==> config.mk <==
export PLATFORM = sky130hd
export DESIGN_NAME = mvt_acc
export DESIGN_NICKNAME = d
export VERILOG_FILES = /design/src/rtl/core/assert_macros.svh /design/src/rtl/core/mvt_pkg.sv /design/src/rtl/core/mvt_acc.sv
export SDC_FILE = /design/constraint.sdc
export NUM_CORES = 2
export LEC_CHECK = 0
export BUFFER_PORTS_ARGS = -buffer_cell sky130_fd_sc_hd__buf_2
export CORE_AREA = 2 2 504 506
export DETAILED_ROUTE_END_ITERATION = 10
export DIE_AREA = 0 0 506 508
export PLACE_DENSITY = 0.54
export SYNTH_ARGS = -nofsm -noshare
export SYNTH_HDL_FRONTEND = slang
export SYNTH_SLANG_ARGS = --single-unit
==> constraint.sdc <==
create_clock -name clk -period 19.75 [get_ports clk]
set_input_delay 2.9625 -clock clk [delete_from_list [all_inputs] [get_ports clk]]
set_output_delay 2.9625 -clock clk [all_outputs]
set_load 0.1 [all_outputs]
==> src/rtl/core/assert_macros.svh <==
// Assertion helpers for the core RTL
`ifndef ASSERT_MACROS_SVH
`define ASSERT_MACROS_SVH

`ifndef SYNTHESIS

`define MVT_ASSERT(lbl, clk, rst, prop) \
  lbl: assert property (@(posedge clk) disable iff (rst) prop) \
    else $error("assertion failed");

`define MVT_ASSERT_RST(lbl, clk, prop) \
  lbl: assert property (@(posedge clk) prop) \
    else $error("assertion failed");

`else

`define MVT_ASSERT(lbl, clk, rst, prop)
`define MVT_ASSERT_RST(lbl, clk, prop)

`endif

`endif

==> src/rtl/core/mvt_pkg.sv <==
package mvt_pkg;

  localparam int COEFF_WIDTH_DEF = 32;
  localparam int FRAC_BITS_DEF   = 16;

  localparam int COMP_WIDTH = 32;
  localparam int DIM        = 4;
  localparam int ELEMS      = DIM * DIM;
  localparam int REG_COUNT  = ELEMS / 2;
  localparam int REG_WIDTH  = 64;
  localparam int HALF_WIDTH = REG_WIDTH / 2;
  localparam int ADDR_WIDTH = 6;
  localparam int IDX_LSB    = 3;
  localparam int IDX_WIDTH  = $clog2(REG_COUNT);
  localparam int DATA_WIDTH = DIM * COMP_WIDTH;

  typedef logic signed [COMP_WIDTH-1:0] comp_t;
  typedef logic [REG_WIDTH-1:0] reg_word_t;

  // identity matrix: 1.0 on the diagonal
  localparam reg_word_t REG_RESET [REG_COUNT] = '{
    64'h0000_0000_0001_0000,
    64'h0000_0000_0000_0000,
    64'h0001_0000_0000_0000,
    64'h0000_0000_0000_0000,
    64'h0000_0000_0000_0000,
    64'h0000_0000_0001_0000,
    64'h0000_0000_0000_0000,
    64'h0001_0000_0000_0000
  };

endpackage

==> src/rtl/core/mvt_acc.sv <==
module mvt_acc #(
  parameter int PW = mvt_pkg::COEFF_WIDTH_DEF + mvt_pkg::COMP_WIDTH
) (
  input  logic clk,
  input  logic rst,
  input  logic in_valid,
  output logic in_ready,
  input  logic signed [PW-1:0] prod [mvt_pkg::DIM][mvt_pkg::DIM],
  output logic out_valid,
  input  logic out_ready,
  output logic signed [PW+1:0] sum [mvt_pkg::DIM]
);

  logic pair_valid;
  logic pair_en;
  logic sum_en;
  logic signed [PW:0] pair [mvt_pkg::DIM][2];

  assign sum_en   = !out_valid || out_ready;
  assign pair_en  = !pair_valid || sum_en;
  assign in_ready = pair_en;

  always_ff @(posedge clk) begin
    if (rst) begin
      pair_valid <= 1'b0;
      out_valid  <= 1'b0;
    end else begin
      if (pair_en) begin
        pair_valid <= in_valid;
      end
      if (sum_en) begin
        out_valid <= pair_valid;
      end
    end
  end

  always_ff @(posedge clk) begin
    if (pair_en && in_valid) begin
      for (int i = 0; i < mvt_pkg::DIM; i++) begin
        pair[i][0] <= (PW+1)'(prod[i][0]) + (PW+1)'(prod[i][1]);
        pair[i][1] <= (PW+1)'(prod[i][2]) + (PW+1)'(prod[i][3]);
      end
    end
  end

  always_ff @(posedge clk) begin
    if (sum_en && pair_valid) begin
      for (int i = 0; i < mvt_pkg::DIM; i++) begin
        sum[i] <= (PW+2)'(pair[i][0]) + (PW+2)'(pair[i][1]);
      end
    end
  end

endmodule

==> flow_summary_export.csv <==
group,metric,value,unit
yosys,yosys_warnings,0,
floorplanning,coreArea,0.252,sq mm
detailed_routing,vias_per_cell,5.32,
floorplanning,die_area,0.257,sq mm
detailed_routing,antenna_left,0,
cts,clockRootBuffer,"clkbuf_16",
cells_and_area,fill_cells,26521,
grt,grt_pass1_wl,445000,um
sta,period_needed,7040,ps
cells_and_area,area_delta_synth_final,20.2,%
placement,gp_congestion,1.04,
yosys,synth_cell_types,89,
yosys,synth_top_cells_by_area,"edfxtp_1 (36%), ha_1 (15%), a21oi_1 (6.2%)",
cts,numCtsBuffers,98,
grt,grt_use_total,0.240,
grt,antenna_found_initial,101,
grt,grt.busiest_layer,"met2",
sta,clock-skew-final,64.0,ps
yosys,yosys.area.top_type,"edfxtp_1",
status,status,"finished clean",
cts,cts.sinks,786,
detailed_routing,wl_per_cell,27.5,um
worst_setup_path,critPathMaxFanout,4,
detailed_routing,drtIter0Drc,5247,
worst_setup_path,crit_required,20220,ps
yosys,synth_top_area_share,0.355,
power_and_ir_drop,ir_drop,75.9,uV
cts,htree_num_levels,3,
floorplanning,die_h,508,um
detailed_routing,drcViolationCount,0,
yosys,ys_seq_elements,786,
yosys,ys_async_sr_fraction,0,
sta,drv_slew,0,
detailed_routing,vias,62527,
power_and_ir_drop,p_leak,34.2,nW
grt,gr-usage-met2,0.417,
sta,setup_viol,0,
power_and_ir_drop,powerDensity,99.6,mW/mm^2
sta,tns,0,ps
sta,max-slew-margin-rel,0.162,
cts,tritoncts,"built",
yosys,postSynthCellCount,7075,
detailed_routing,wl,324000,um
cts,worstSkewPairLatency,760,ps
sta,grt_setup_unrepaired,"false",
cts,hold_buffers,0,
cells_and_area,drive_gt1_frac,0.184,
yosys,syn-cell-area,0.0663,sq mm
floorplanning,die_w,506,um
floorplanning,ioPinCount,1294,
yosys,syn_area_per_cell,9.37,sq um
grt,grt_pass1_vias,61372,
worst_setup_path,arrival,7510,ps
cts,postCtsSetupBuffers,0,
cts,ctsResizeCount,0,
yosys,synth_edf_count,784,
worst_setup_path,end_kind,"flop",
grt,use_met3,0.0445,
sta,fmax,142,MHz
placement,place_area,0.0763,sq mm
hold_path,holdCritPathClass,"reg2reg",
yosys,yosysMostFrequentCell,"a21oi_1",
yosys,synthFlopType,"edfxtp_1",
worst_setup_path,path_class,"in2reg",
cts,cts_max_path_buffers,3,
sta,setup_slack,12710,ps
yosys,synth_fp_nets,8887,
grt,grt_max_degree,126,
power_and_ir_drop,power,7.94,mW
floorplanning,rows,185,
sta,final_hold_viol_count,0,
yosys,ys_seq_area_frac,0.356,
cells_and_area,layout.nets,10073,
sta,max_slew.worst_pin.slew,1250,ps
cts,clk_pin_slew,60,ps
worst_setup_path,crit_path_start_kind,"primary input",
grt,grt-ovfl-total,0,
placement,hpwl,281000,um
cells_and_area,final_util,0.316,
sta,finalCritPeriodShare,0.356,
yosys,synth_common_cells,"a21oi_1 (823), edfxtp_1 (784), ha_1 (772)",
placement,place_worst_setup_slack,11940,ps
grt,gr-usage-met1,0.282,
placement,io_buffer_count,1293,
detailed_routing,firstDrtPassIters,5,
cells_and_area,final_cell_area,0.0797,sq mm
floorplanning,start_util,0.263,
job,cap_violations,0,
## worst paths after layout
| kind | start | cells after the start | slack (ps) | to |
|---|---|---|---|---|
| worst min-delay path | pair_valid$_SDFFE_PP0N_ | 2 | 540 | out_valid$_SDFFE_PP0P_ |
| worst max-delay path | prod[512] | 14 | 12710 | pair[1][60]$_DFFE_PP_ |
| worst max register to register | pair[3][0]$_DFFE_PP_ | 14 | 14520 | sum[58]$_DFFE_PP_ |
| worst min register to register | pair_valid$_SDFFE_PP0N_ | 2 | 540 | out_valid$_SDFFE_PP0P_ |
## registers in the layout (all words and copies together) (netlist names)
signal and count:
out_valid 1, pair_valid 1, sum 264, pair 520
## power breakdown
part	internal (mW)	total, mW	leakage (nW)	switching [mW]
Clock	1.05	1.83	1.54	0.778
Combinational	1.12	3.70	25.1	2.58
Sequential	2.26	2.41	7.57	0.152
## final cells by class
cell class / count / area, sq um / area share
clock inverters: 64 / 658 / 0.00826
diodes: 57 / 143 / 0.00179
inverters: 216 / 811 / 0.0102
clock buffers: 115 / 2560 / 0.0321
repair buffers: 1317 / 6670 / 0.0837
multi-input cells: 5842 / 41100 / 0.515
flip-flops and latches: 786 / 23600 / 0.296
well taps: 3366 / 4210 / 0.0528
## layout by cell type (no fill, tap or decap), types with 90 or more instances in the layout
| master | Yosys | final |
|---|---|---|
| buf_2 | 4 | 1294 |
| a21oi_1 | 823 | 823 |
| edfxtp_1 | 784 | 784 |
| ha_1 | 772 | 772 |
| nand2_1 | 520 | 520 |
| a21o_1 | 472 | 472 |
| o21ai_0 | 462 | 460 |
| xnor2_1 | 434 | 434 |
| nor2_1 | 427 | 427 |
| xor2_1 | 269 | 269 |
| inv_1 | 216 | 216 |
| nand4_1 | 173 | 173 |
| o21bai_1 | 136 | 136 |
| nand3_1 | 133 | 133 |
| nor3_1 | 114 | 114 |
| clkbuf_16 | 0 | 100 |
| a211oi_1 | 96 | 96 |
| nor2b_1 | 91 | 90 |
## per-layer routing
metal	up-vias	part of all wire
met5	-	0.00071
met4	36	0.054
met3	523	0.068
met2	2644	0.48
met1	30100	0.39
li1	29224	-
## logic make-up (layout without fill, tap and decap cells)
kind of cell | count (synthesis) | count (layout) | synth area share
compound gates | 2556 | 2556 | 0.245
xor+xnor | 703 | 703 | 0.0929
fa+ha+maj | 784 | 784 | 0.149
buf+inv | 447 | 1712 | 0.0255
flops | 786 | 786 | 0.356
mux | 2 | 2 | 0.000302
other cells | 0 | 57 | 0
simple gates | 1797 | 1797 | 0.131
## metrics by stage
| step | hold slack, ps | cells |
|---|---|---|
| after global placement | 502 | 11526 |
| final | 540 | 11763 |
| after detailed placement | 523 | 11527 |
| after global routing | 555 | 11740 |
| after floorplan | 478 | 7075 |
| after CTS | 546 | 11706 |
## worst max-delay path, stage by stage
cell	delay [ps]
buf_2	100
ha_1	210
fa_1	430
a21o_1	220
a221oi_1	560
a211oi_1	240
o2111ai_1	550
a31oi_1	150
o21ai_0	670
a211oi_1	270
o22ai_1	580
o31ai_1	270
a21oi_1	210
xnor2_1	80
(Power assumes the default switching activity.)
