--- config.mk ---
export PLATFORM = sky130hd
export DESIGN_NAME = mvt_sat
export DESIGN_NICKNAME = d
export VERILOG_FILES = /design/src/rtl/core/assert_macros.svh /design/src/rtl/core/mvt_pkg.sv /design/src/rtl/core/mvt_sat.sv
export SDC_FILE = /design/constraint.sdc
export NUM_CORES = 1
export LEC_CHECK = 0
export BUFFER_PORTS_ARGS = -buffer_cell sky130_fd_sc_hd__clkbuf_2
export CORE_AREA = 4 4 152 154
export CTS_CLUSTER_DIAMETER = 50
export CTS_CLUSTER_SIZE = 28
export DETAILED_ROUTE_END_ITERATION = 6
export DIE_AREA = 0 0 156 158
export HOLD_SLACK_MARGIN = 0.1
export SKIP_CTS_REPAIR_TIMING = 1
export SYNTH_ARGS = -nofsm -noshare
export SYNTH_HDL_FRONTEND = slang
export SYNTH_SLANG_ARGS = --single-unit
--- constraint.sdc ---
create_clock -name clk -period 7.3 [get_ports clk]
set_input_delay 1.46 -clock clk [delete_from_list [all_inputs] [get_ports clk]]
set_output_delay 1.46 -clock clk [all_outputs]
set_load 0.05 [all_outputs]
--- src/rtl/core/assert_macros.svh ---
// Assertion helpers for the core RTL
`ifndef ASSERT_MACROS_SVH
`define ASSERT_MACROS_SVH

`ifndef SYNTHESIS

`define MVT_ASSERT(lbl, clk, rst, prop) \
  lbl: assert property (@(posedge clk) disable iff (rst) prop) \
    else $error("assertion failed");

`define MVT_ASSERT_RST(lbl, clk, prop) \
  lbl: assert property (@(posedge clk) prop) \
    else $error("assertion failed");

`else

`define MVT_ASSERT(lbl, clk, rst, prop)
`define MVT_ASSERT_RST(lbl, clk, prop)

`endif

`endif

--- src/rtl/core/mvt_pkg.sv ---
package mvt_pkg;

  localparam int COEFF_WIDTH_DEF = 32;
  localparam int FRAC_BITS_DEF   = 16;

  localparam int COMP_WIDTH = 32;
  localparam int DIM        = 4;
  localparam int ELEMS      = DIM * DIM;
  localparam int REG_COUNT  = ELEMS / 2;
  localparam int REG_WIDTH  = 64;
  localparam int HALF_WIDTH = REG_WIDTH / 2;
  localparam int ADDR_WIDTH = 6;
  localparam int IDX_LSB    = 3;
  localparam int IDX_WIDTH  = $clog2(REG_COUNT);
  localparam int DATA_WIDTH = DIM * COMP_WIDTH;

  typedef logic signed [COMP_WIDTH-1:0] comp_t;
  typedef logic [REG_WIDTH-1:0] reg_word_t;

  // identity matrix: 1.0 on the diagonal
  localparam reg_word_t REG_RESET [REG_COUNT] = '{
    64'h0000_0000_0001_0000,
    64'h0000_0000_0000_0000,
    64'h0001_0000_0000_0000,
    64'h0000_0000_0000_0000,
    64'h0000_0000_0000_0000,
    64'h0000_0000_0001_0000,
    64'h0000_0000_0000_0000,
    64'h0001_0000_0000_0000
  };

endpackage

--- src/rtl/core/mvt_sat.sv ---
module mvt_sat #(
  parameter int SW = mvt_pkg::COEFF_WIDTH_DEF + mvt_pkg::COMP_WIDTH + 2,
  parameter int FRAC_BITS = mvt_pkg::FRAC_BITS_DEF
) (
  input  logic clk,
  input  logic rst,
  input  logic in_valid,
  output logic in_ready,
  input  logic signed [SW-1:0] sum [mvt_pkg::DIM],
  output logic out_valid,
  input  logic out_ready,
  output mvt_pkg::comp_t res [mvt_pkg::DIM],
  output logic ovf
);

  localparam int SHW = SW - FRAC_BITS;
  localparam int CW  = (SHW > mvt_pkg::COMP_WIDTH + 1) ? SHW : mvt_pkg::COMP_WIDTH + 1;
  localparam logic signed [CW-1:0] MAX_V =
    {{(CW-mvt_pkg::COMP_WIDTH+1){1'b0}}, {(mvt_pkg::COMP_WIDTH-1){1'b1}}};
  localparam logic signed [CW-1:0] MIN_V =
    {{(CW-mvt_pkg::COMP_WIDTH+1){1'b1}}, {(mvt_pkg::COMP_WIDTH-1){1'b0}}};

  logic en;
  logic signed [SHW-1:0] shifted [mvt_pkg::DIM];
  logic signed [CW-1:0] wide [mvt_pkg::DIM];
  mvt_pkg::comp_t res_next [mvt_pkg::DIM];
  logic [mvt_pkg::DIM-1:0] sat;

  assign en       = !out_valid || out_ready;
  assign in_ready = en;

  // floor shift, then clamp to the signed component range
  always_comb begin
    for (int i = 0; i < mvt_pkg::DIM; i++) begin
      shifted[i] = sum[i][SW-1:FRAC_BITS];
      wide[i]    = CW'(shifted[i]);
      if (wide[i] > MAX_V) begin
        res_next[i] = MAX_V[mvt_pkg::COMP_WIDTH-1:0];
        sat[i]      = 1'b1;
      end else if (wide[i] < MIN_V) begin
        res_next[i] = MIN_V[mvt_pkg::COMP_WIDTH-1:0];
        sat[i]      = 1'b1;
      end else begin
        res_next[i] = wide[i][mvt_pkg::COMP_WIDTH-1:0];
        sat[i]      = 1'b0;
      end
    end
  end

  always_ff @(posedge clk) begin
    if (rst) begin
      out_valid <= 1'b0;
    end else if (en) begin
      out_valid <= in_valid;
    end
  end

  always_ff @(posedge clk) begin
    if (en && in_valid) begin
      res <= res_next;
      ovf <= |sat;
    end
  end

endmodule
==> results of run 1 <==
cell usage in the layout (no fill, tap or decap), types with 5 or more instances in the layout:
cell type,netlist,layout
nor4_1,12,12
clkbuf_2,0,334
buf_4,0,9
edfxtp_1,129,129
or4_1,8,8
nand2_1,252,252
nand4_1,18,18
inv_1,5,5
clkbuf_16,0,17
worst max-delay path, delay by kind of cell:
kind | cells | cell delay, ns
buf+inv | 2 | 0.37
simple gates | 1 | 0.16
through the flow:
| stage | hold slack (ns) | util, % |
|---|---|---|
| global route | 0.6272 | 36.69 |
| global placement | 0.5543 | 34.06 |
| floorplan | 1.114 | - |
| finish | 0.5697 | 36.69 |
| CTS | 0.5739 | 36.69 |
| detailed placement | 0.5647 | 34.06 |
cell type report:
cell class / count / area (um2) / share of cell area [%]
flip-flops and latches: 130 / 3894 / 48.94
clock buffers: 18 / 429.2 / 5.394
well taps: 280 / 350.3 / 4.403
repair buffers: 343 / 1739 / 21.86
inverters: 5 / 18.77 / 0.2359
multi-input cells: 306 / 1385 / 17.41
clock inverters: 14 / 140.1 / 1.761
cells by family (layout without fill, tap and decap cells):
family                 after synthesis  count (layout)  share of synthesized area [%]
AND/OR/NAND/NOR                    297             297                          22.95
AO/OA/AOI/OAI                        9               9                          1.677
buffers and inverters               33             380                          2.866
flip-flops                         130             130                          72.51
power by group:
group	leakage (nW)	switching, mW	internal [mW]
clock network	0.271	0.327	0.501
registers	1.22	0.0110	0.878
logic	2.19	0.258	0.0883
total	3.68	0.595	1.47
metal layers:
metal  global-route usage (%)  vias to the layer above  part of all wire [%]
li1                         -                     2286                     -
met5                        0                        -                     0
met4                    4.502                        0                   1.5
met1                    13.93                     2158                    36
met2                    23.40                      250                    52
met3                    5.249                       14                    11
path summary, 6_finish.rpt:
check	depth (start not counted)	slack [ns]	from	endpoint
min	2	0.57	out_valid$_SDFFE_PP0N_	out_valid$_SDFFE_PP0N_
max reg2reg	3	4.85	out_valid$_SDFFE_PP0N_	res[115]$_SDFFCE_PN1P_
max	3	3.85	out_ready	in_ready
min reg2reg	2	0.57	out_valid$_SDFFE_PP0N_	out_valid$_SDFFE_PP0N_
registers in the layout, indices dropped and copies added, names as in the netlist:
name and count:
out_valid 1, ovf 1, res 128
==> results.md, run 1 <==
Clock network:
- TritonCTS built the clock tree.
- The depth of the CTS H-tree is 4.
- The longest clock path from root to sink contains 2 buffers.
- The number of clock sinks is 130.
- The number of CTS-inserted buffers is 17.
- The clock input transition at the sequential cells of the worst setup and hold paths is 0.06 ns.
- The buffer type at the clock tree root is clkbuf_16.
- The insertion delay of the later-clocked pin in the worst-skew pair is 0.41 ns.

Placed design:
- The post-DP HPWL is 12,590 um.
- The routability congestion estimate from global placement is 0.8450.
- The number of port buffers is 334.
- Prior to clock tree synthesis, the placed netlist has a worst setup slack of 3.427 ns.
- The post-detailed-placement cell area is 7387 um2.
- The number of placed instances with taps included is 1,064.

Logic synthesis:
- The number of different library cells used by synthesis comes to 16.
- The most common cell in the synthesized netlist is nand2_1.
- In the post-synthesis netlist, the biggest area contributors are edfxtp_1, nand2_1, buf_2.
- The synthesized netlist net count is 737.
- For this run, asynchronously set or reset flops after synthesis account for 0%.
- Summing the sequential cell areas from Yosys gives 72.51% of the chip area.
- Among all flip-flop cells after synthesis, the most frequent one is edfxtp_1.
- The number of flops mapped to enable cells by yosys is 129.
- The average size of a mapped cell is 11.45 um2.
- The post-synthesis register bit count is 130.
- Summing every instance area after synthesis gives 5370 um2.
- By count the netlist is led by nand2_1, edfxtp_1, buf_2.
- Summed over its instances, the top area cell type makes up 72.13% of the synthesized netlist area.
- The synthesized design spends more area on one cell type than any other, namely edfxtp_1.
- The warning count from the yosys run is 0.
- Synthesis produced a netlist whose cell count is 469.

Setup path:
- Data arrives at the worst endpoint at 1.99 ns.
- Walking the worst path, the cells encountered are clkbuf_2, nand2b_1, clkbuf_2.
- The worst setup path is captured at an output pin.
- Of all nets on the critical path, the largest fanout is 3.
- The endpoint required time on the critical path is 5.84 ns.
- The worst setup path is of the in2out kind.
- The slowest cell on the critical path is clkbuf_2.
- For this run, the slowest stage of the critical path takes 0.30 ns.
- STA classifies the critical path startpoint as a primary input.
- The most frequent cell on the critical path is clkbuf_2.

Drt:
- The first routing iteration left 258 violations.
- Wires add up to 16,680 um.
- The detail route stage leaves a number of antenna-violating nets equal to 0.
- The first detailed-routing pass took 4 iterations.
- After detailed routing, the number of vias per cell comes to 4.296.
- In the final routed layout, each cell accounts on average for 15.22 um.
- After detailed routing, the number of remaining DRC violations is 0.
- Summing over every cut layer, the via total after detailed routing is 4,708.

STA:
- The share of the clock period used by the worst path after layout is 47.29%.
- The clock period could shrink to 3.452 ns.
- The pin slew with the least headroom to its limit is 1.015 ns.
- The final count of hold timing violations is 0.
- The post-route clock skew is 0.005697 ns.
- The worst path meets setup with 3.848 ns of slack.
- Setup total negative slack on the finished layout was measured at 0 ns.
- Setup violations remaining at the end of the flow were counted as 0.
- The final number of max-transition violations was 0.
- The normalized max-slew margin is 32.30%.
- Based on the critical path, the design can be clocked at up to 289.7 MHz.
- Setup repair after global routing left no endpoint under its margin.

Run:
- The number of max-cap violations is 0.

Pwr:
- The analysis attributes to cell leakage a power of 3.677 nW.
- The cell area power density is 259.2 nW/um2.
- After layout, the design draws a total of 2.062 mW.
- The maximum VDD drop is 130.3 uV.

Run status:
- The run finished with clean final reports.

GRT:
- Global routing used 13.04% of the available tracks.
- The initial antenna violation count is 0.
- Entering global routing, the biggest net connects 75 pins.
- The global-route congestion overflow total is 0.
- The number of global-route vias before repair is 4,616.
- The global-route wire length before repair is 24,600 um.

Min path:
- The worst min-delay path category is reg2reg.

Cells and area:
- Cells with a size suffix above 1 make up 46.69% of the layout.
- The repair_antennas step left the layout with diodes totalling 0.
- After routing the design area is 7956 um2.
- After the last flow step, the layout net total stands at 1,071.
- The count of cells in the finished layout, fillers not included, comes to 1,096.
- Counting the fill cells in the layout gives 2,220.
- Relative to the synthesized area, the layout overhead comes to 48.16%.

Die:
- The floorplan has 54 rows.
- The floorplan die width is 156 um.
- The total I/O pin count is 399.
- The die is 158 um tall.
- The core box area is 21,690 um2.
- Once the floorplan was initialized, standard cells occupied 24.76% of the core.
- The full die area is 24,650 um2.
Note: power is estimated with default switching activity, not from simulation.
==> run 2, diff against run 1 <==
--- a/config.mk
+++ b/config.mk
@@ -5,6 +5,7 @@
 export SDC_FILE = /design/constraint.sdc
 export NUM_CORES = 1
 export LEC_CHECK = 0
+export ABC_AREA = 1
 export BUFFER_PORTS_ARGS = -buffer_cell sky130_fd_sc_hd__clkbuf_2
 export CORE_AREA = 4 4 152 154
 export CTS_CLUSTER_DIAMETER = 50
==> constraint.sdc (replaced) <==
create_clock -name clk -period 3.5 [get_ports clk]
set_input_delay 0.7 -clock clk [delete_from_list [all_inputs] [get_ports clk]]
set_output_delay 0.7 -clock clk [all_outputs]
set_load 0.05 [all_outputs]
==> run 2 against run 1 <==
  * Synthesized cell count grew 18%
  * Clock power grew 140%
  * Wire length shrank 0.42%
  * Largest cell class unchanged
  * Largest power group is now the clock network
==> results.md, run 2 <==
Logic synthesis:
- The average size of a mapped cell is 10.30 um2 (-10%).
- The synthesized area is 5717 um2 (+6.5%).
- Yosys attributes the largest share of cell area to edfxtp_1, nand2_1, nor2_1.
- The warning count from the yosys run is 0 (unchanged).
- The dominant synthesized flop cell is edfxtp_1.
- In the post-synthesis netlist, the cell with the most instances is nand2_1.
- The share of synthesized registers carrying an async set or reset came to 0% (unchanged).
- The share of the synthesized area in the top cell type is 67.76% (-4.4 points).
- The count of unique library cells instantiated by Yosys is 21 (+5).
- The post-synthesis register bit count is 130 (unchanged).
- The sequential element share of the synthesized area is 68.11% (-4.4 points).
- The commonest cells after synthesis are nand2_1, edfxtp_1, nor2_1.
- The gate count after technology mapping came to 555 (+18%).
- The largest area contributor in the synthesized netlist is edfxtp_1.
- The synthesized netlist net count is 823 (+12%).
- The number of flops mapped to enable cells by yosys is 129 (unchanged).

Clock network:
- The cell sitting at the root of the clock tree is a clkbuf_16.
- The clock input transition at the sequential cells of the worst setup and hold paths is 0.06 ns (about the same).
- The depth of the CTS H-tree is 4 (unchanged).
- The maximum number of buffers from clock root to sink was 2 (unchanged).
- The insertion delay of the later-clocked pin in the worst-skew pair was 0.40 ns (about the same).
- The number of CTS-inserted buffers is 17 (unchanged).
- The number of clock sinks is 130 (unchanged).
- TritonCTS built the clock tree.

Setup path:
- The worst reg-to-reg path cell count is 2 (-1).
- The buffer and inverter count on the worst path is 2 (unchanged).
- The endpoint required time on the critical path was 3.65 ns (-2.19 ns).
- The terminus of the critical flop-to-flop path is res[53]$_SDFFCE_PN1P_.
- The register-to-register path setup slack is 1.90 ns (-2.95 ns).
- The path type of the worst setup path is in2reg.
- STA classifies the critical path endpoint as a flop.
- The delay of the slowest cell on the worst path is 0.48 ns (+0.18 ns).
- The worst setup path is launched from a primary input.
- In this run the critical register-to-register path is launched from out_valid$_SDFFE_PP0N_.
- The slowest cell on the critical path is o21ai_4.
- The most frequent cell on the critical path is nor2_1.
- The data arrival time of the critical path was 2.19 ns (+0.20 ns).
- On the critical path the largest part of the delay comes from simple AND/OR/NAND/NOR gates.
- The critical path depth in cells came to 8 (+5).
- The biggest fanout along the worst timing path is 18 (+15).
- The critical path goes through clkbuf_2, nor2_1, nand2_1, nor2_1, nand3b_2, o21ai_4, buf_4, nand2_2.

Pwr:
- The maximum VDD drop came to 289.6 uV (+120%).
- The cell internal power dissipation was 3.367 mW (+130%).
- The cell area power density was 554.7 nW/um2 (+110%).
- The leakage power figure is 3.912 nW (+6.4%).
- The post-route total power is 4.616 mW (+120%).
- The net load switching power came to 1.248 mW (+110%).
- The part of the total power dissipated in combinational logic is 16.1% (-0.7 points).
- The part of the total power dissipated in sequential elements came to 40.2% (-2.9 points).
- The switching share of power is 27.05% (-1.8 points).
- The clock network fraction of design power came to 43.8% (+3.7 points).

Cells and area:
- In the layout the commonest cells are clkbuf_2, nand2_1, edfxtp_1, nor2_1, nand2_2.
- The largest registers in the layout are res: 128 flops, out_valid: 1 flops, ovf: 1 flops.
- The register area came to 3894 um2 (unchanged).
- The share of post-route cells with drive strength above 1 is 44.64% (-2.1 points).
- The final cell count without fillers is 1,185 (+8.1%).
- The post-route core utilization is 38.37% (+1.7 points).
- The library cell used most frequently in the layout, excluding fill and tap cells, is clkbuf_2.
- The total of fill cells in the finished design was 2,182 (-1.7%).
- res holds more flip-flops than any other register.
- The final layout net count came to 1,160 (+8.3%).
- The antenna diode count is 0 (unchanged).
- The area of the multi-input gates is 1613 um2 (+16%).
- The final design instance area without fill was 8322 um2 (+4.6%).
- The number of flip-flops under the largest register name is 128 (unchanged).
- The layout overhead on the synthesized area is 45.57%.

GRT:
- The number of global-route vias before repair is 4,718 (+2.2%).
- The maximum number of pins on one net before global-route repair was 69 (-8.0%).
- The global-route wire length before repair came to 24,880 um (+1.2%).
- The initial antenna violation count was 0 (unchanged).
- The global-route congestion overflow total is 0 (unchanged).
- The total routing usage reported by global routing came to 12.98% (-0.062 points).

STA:
- Setup repair after global routing left no endpoint under its margin.
- The share of the clock period used by the worst path after layout is 58.26%.
- The final count of hold timing violations is 0 (unchanged).
- The count of endpoints failing setup in the final report is 0 (unchanged).
- The pin slew with the least headroom to its limit is 0.7835 ns (-0.2320 ns).
- The least setup slack across all paths after layout is 1.461 ns (-2.387 ns).
- The normalized max-slew margin is 47.77% (+15 points).
- The final number of max-transition violations is 0 (unchanged).
- The final-layout worst hold slack came to 0.4496 ns (-0.1201 ns).
- The total negative slack for setup checks is 0 ns (unchanged).
- The post-route clock skew came to 0.006370 ns (+0.0006729 ns).
- Counting I/O delays and the setup requirement, the final critical path takes 2.039 ns.
- Static timing analysis puts the maximum clock frequency at 490.4 MHz.

Drt:
- The routed length per instance is 14.01 um (-7.9%).
- The detailed-router iteration count before antenna repair is 4 (unchanged).
- The routed wire length on met3 is 1654 um (-11%).
- The routed length on met1 was 6464 um (+8.3%).
- Routed signal wires occupy layers up through met4.
- The final routed DRC violation total is 0 (unchanged).
- The post-detailed-route via-to-cell ratio is 4.148 (-3.4%).
- The count of routing violations after the opening detailed-route iteration is 250 (-3.1%).
- The final wirelength is 16,610 um (-0.42%).
- The via count of the routed design is 4,915 (+4.4%).
- The remaining number of nets flagged by the antenna check after routing is 0 (unchanged).
- The routed length on met2 is 8315 um (-3.3%).

Die:
- The full die area was 24,650 um2 (unchanged).
- The floorplan die width came to 156 um (unchanged).
- The vertical die dimension was 158 um (unchanged).
- The starting utilization of the core area came to 26.36% (+1.6 points).
- The core box area came to 21,690 um2 (unchanged).
- The total I/O pin count came to 399 (unchanged).
- The standard-cell row count is 54 (unchanged).

Placed design:
- The post-DP HPWL is 12,800 um (+1.6%).
- The worst setup timing slack at the placement stage is 1.002 ns (-2.425 ns).
- The number of placed instances with taps included is 1,153 (+8.4%).
- The post-detailed-placement cell area came to 7657 um2 (+3.7%).
- The number of port buffers is 334 (unchanged).
- The routability congestion estimate from global placement came to 0.7935 (-6.1%).

Min path:
- The path with the worst hold slack has its endpoint at out_valid$_SDFFE_PP0N_.
- The startpoint of the worst hold path is rst.
- The worst hold path stage count is 2 (unchanged).
- The worst hold path belongs to the class in2reg.

Run:
- The number of max-cap violations is 0 (unchanged).

Run status:
- The flow ran to the end, and the final reports show no timing, DRC or antenna violations.
==> run 2: routing by layer <==
metal  GRT usage, %  vias to the layer above
met5              0                        -
met4          3.668                        0
met3          5.631                       11
met2          21.31                      189
met1          15.61                     2231
li1               -                     2484
==> run 2: power groups by stage <==
stage / logic, mW / clock network (mW) / registers, mW
floorplan: 0.175 / 0 / 2.21
global placement: 0.749 / 0 / 1.88
detailed placement: 0.753 / 0 / 1.89
CTS: 0.754 / 2.07 / 1.86
global route: 0.801 / 2.17 / 1.86
finish: 0.741 / 2.02 / 1.85
==> run 2: cell type report <==
type	count	area share [%]
tap	280	4.210
clock inverter	13	2.782
inverter	7	0.3157
sequential	130	46.79
multi-input combinational	390	19.38
clock buffer	19	5.202
timing repair buffer	346	21.32
==> run 2: worst register-to-register path, stage by stage (launching register included) <==
cell     delay, ns
dfxtp_1       0.34
a21oi_4       0.19
buf_4         0.63
==> run 2: worst max-delay path by stage <==
stage | from | to | slack [ns]
after global placement | sum[180] | res[72]$_SDFFCE_PN1P_ | 1.04
final | sum[197] | res[76]$_SDFFCE_PN1P_ | 1.46
after global routing | sum[197] | res[88]$_SDFFCE_PN1P_ | 1.34
after CTS | sum[197] | res[77]$_SDFFCE_PN1P_ | 1.45
after floorplan | out_ready | ovf$_DFFE_PP_ | 0.13
after detailed placement | sum[197] | res[88]$_SDFFCE_PN1P_ | 1.00
==> run 2: cell families after synthesis <==
family / synth area share (%)
flip-flops: 68.11
AO/OA/AOI/OAI: 1.313
buffers and inverters: 3.940
AND/OR/NAND/NOR: 26.64
==> run 3, diff against run 2 <==
==> constraint.sdc (replaced) <==
create_clock -name clk -period 2.1 [get_ports clk]
set_input_delay 0.42 -clock clk [delete_from_list [all_inputs] [get_ports clk]]
set_output_delay 0.42 -clock clk [all_outputs]
set_load 0.05 [all_outputs]
==> run 3 against run 2 <==
  * Via count shrank 0.81%
  * Critical path depth shrank 6
  * Wire length grew 1.7%
  * Setup slack lost 0.89 ns
  * Global-route usage is essentially flat
  * Worst hold slack lost 0.28 ns
  * Sequential power grew 67%
  * Power grew 58%
  * Highest routed layer is now met5
  * Critical endpoint is now in_ready
  * Clock skew grew 0.00098 ns
  * Cell area shrank 0.23%
==> results.md, run 3 (synthesis gave the netlist of run 2 again) <==
Setup path:
- The worst reg-to-reg path cell count is 2 (unchanged).
- The critical path goes through nand2_1, clkbuf_2.
- The data arrival time of the critical path is 1.11 ns (-1.08 ns).
- The delay of the slowest cell on the worst path is 0.35 ns (-0.13 ns).
- On the critical path the largest part of the delay comes from flip-flops.
- The biggest fanout along the worst timing path is 3 (-15).
- The critical path depth in cells is 2 (-6).
- The slowest cell on the critical path is dfxtp_4.
- The endpoint required time on the critical path is 1.68 ns (-1.97 ns).
- The path type of the worst setup path is reg2out.
- The buffer and inverter count on the worst path came to 1 (-1).
- The worst setup path is launched from a flop.
- STA classifies the critical path endpoint as an output pin.

STA:
- The post-route clock skew is 0.007352 ns (+0.0009821 ns).
- The normalized max-slew margin is 71.01% (+23 points).
- The achievable frequency is 653.1 MHz.
- The final number of max-transition violations is 0 (unchanged).
- The final count of hold timing violations was 0 (unchanged).
- The pin slew with the least headroom to its limit came to 0.4348 ns (-0.3487 ns).
- Setup repair after global routing left no endpoint under its margin.
- The share of the clock period used by the worst path after layout is 72.91%.
- The total negative slack for setup checks is 0 ns (unchanged).
- The count of endpoints failing setup in the final report is 0 (unchanged).
- After layout, the minimum clock period comes to 1.531 ns.

Cells and area:
- In the layout the commonest cells are clkbuf_2, nand2_1, edfxtp_1, nor2_1, nand2_2.
- The post-route core utilization is 38.28% (-0.087 points).
- The share of post-route cells with drive strength above 1 came to 45.14% (+0.50 points).
- The register ranked first by flip-flop count is res.
- Relative to the synthesized area, the layout overhead comes to 45.24%.
- The total of fill cells in the finished design was 2,211 (+1.3%).
- The final design instance area without fill is 8303 um2 (-0.23%).
- The final layout net count came to 1,161 (+0.086%).
- The number of flip-flops under the largest register name is 128 (unchanged).
- The most frequent standard cell in the layout excluding fill and tap cells is clkbuf_2.
- The largest registers in the layout are res: 128 flops, out_valid: 1 flops, ovf: 1 flops.
- The final cell count without fillers came to 1,186 (+0.084%).
- The antenna diode count is 0 (unchanged).

Die:
- The starting utilization of the core area is 26.36% (unchanged).
- The core box area is 21,690 um2 (unchanged).
- The total I/O pin count is 399 (unchanged).
- The full die area is 24,650 um2 (unchanged).
- The vertical die dimension is 158 um (unchanged).
- The floorplan die width is 156 um (unchanged).
- The standard-cell row count is 54 (unchanged).

GRT:
- The initial antenna violation count is 1 (+1).
- The maximum number of pins on one net before global-route repair is 70 (+1.4%).
- The number of global-route vias before repair is 4,719 (+0.021%).
- The total routing usage reported by global routing is 13.01% (+0.025 points).
- The global-route congestion overflow total was 0 (unchanged).
- The global-route wire length before repair is 24,980 um (+0.41%).

Drt:
- The final wirelength is 16,890 um (+1.7%).
- The remaining number of nets flagged by the antenna check after routing is 0 (unchanged).
- The count of routing violations after the opening detailed-route iteration was 223 (-11%).
- The post-detailed-route via-to-cell ratio is 4.110 (-0.90%).
- The detailed-router iteration count before antenna repair was 4 (unchanged).
- The via count of the routed design came to 4,875 (-0.81%).
- The final routed DRC violation total came to 0 (unchanged).
- The routed length per instance is 14.24 um (+1.6%).

Pwr:
- The maximum VDD drop is 477.1 uV (+65%).
- The leakage power figure came to 3.890 nW (-0.55%).
- The post-route total power is 7.304 mW (+58%).
- The cell area power density is 879.7 nW/um2 (+59%).

Placed design:
- The routability congestion estimate from global placement was 0.7763 (-2.2%).
- The number of placed instances with taps included was 1,154 (+0.087%).
- The number of port buffers came to 334 (unchanged).
- The post-DP HPWL is 12,860 um (+0.51%).
- The post-detailed-placement cell area is 7719 um2 (+0.80%).

Clock network:
- The insertion delay of the later-clocked pin in the worst-skew pair is 0.41 ns (about the same).
- TritonCTS built the clock tree.
- The root buffer cell chosen for the clock tree is clkbuf_16.
- The number of clock sinks is 130 (unchanged).
- The number of CTS-inserted buffers is 17 (unchanged).
- The maximum number of buffers from clock root to sink was 2 (unchanged).
- The clock input transition at the sequential cells of the worst setup and hold paths is 0.06 ns (about the same).
- The depth of the CTS H-tree is 4 (unchanged).

Min path:
- The worst min-delay path category is in2reg.
- The worst hold path stage count came to 2 (unchanged).

Run status:
- The flow ran to the end, and the final reports show no timing, DRC or antenna violations.

Run:
- The number of max-cap violations is 0 (unchanged).
## run 3: cell count changes in the layout (fill, tap and decap cells not counted), moves of 2 or more
cell        before  now
bufinv_16        6    2
clkinvlp_4       1    4
buf_4           11    8
clkbuf_1         2    0
buf_12           1    5
## run 3: path summary, 6_finish.rpt
path,slack [ns],to,startpoint
hold / removal,0.17,out_valid$_SDFFE_PP0N_,rst
setup / recovery,0.57,in_ready,out_valid$_SDFFE_PP0N_
setup reg to reg,0.77,res[86]$_SDFFCE_PN1P_,out_valid$_SDFFE_PP0N_
hold reg to reg,0.54,out_valid$_SDFFE_PP0N_,out_valid$_SDFFE_PP0N_
## run 3: layer usage
metal	share of wire (%)	track usage, %
met1	40	15.44
met3	9.9	5.549
met2	50	21.66
met4	0.68	3.668
met5	0.077	0
## run 3: cell type report
class                   count  area (um2)  share of cell area (%)
flip-flops and latches    130        3897                   46.94
repair buffers            347        1832                   22.06
multi-input cells         390        1613                   19.42
clock buffers              17       425.4                   5.124
well taps                 280       350.3                   4.219
clock inverters            15       158.9                   1.914
inverters                   7       26.28                  0.3165
## run 3: per-stage QoR
stage	hold WS (ns)	setup slack [ns]
after floorplan	0.4794	-0.9263
after global placement	0.5104	0.3087
after detailed placement	0.5276	0.2864
after CTS	0.1429	0.5358
after global routing	0.1374	0.5063
final	0.1694	0.5688
## run 3: where the power goes
| group | switching, mW | leakage, nW | internal [mW] |
|---|---|---|---|
| logic | 0.914 | 2.40 | 0.340 |
| clock network | 1.20 | 0.276 | 1.76 |
| registers | 0.0418 | 1.22 | 3.05 |
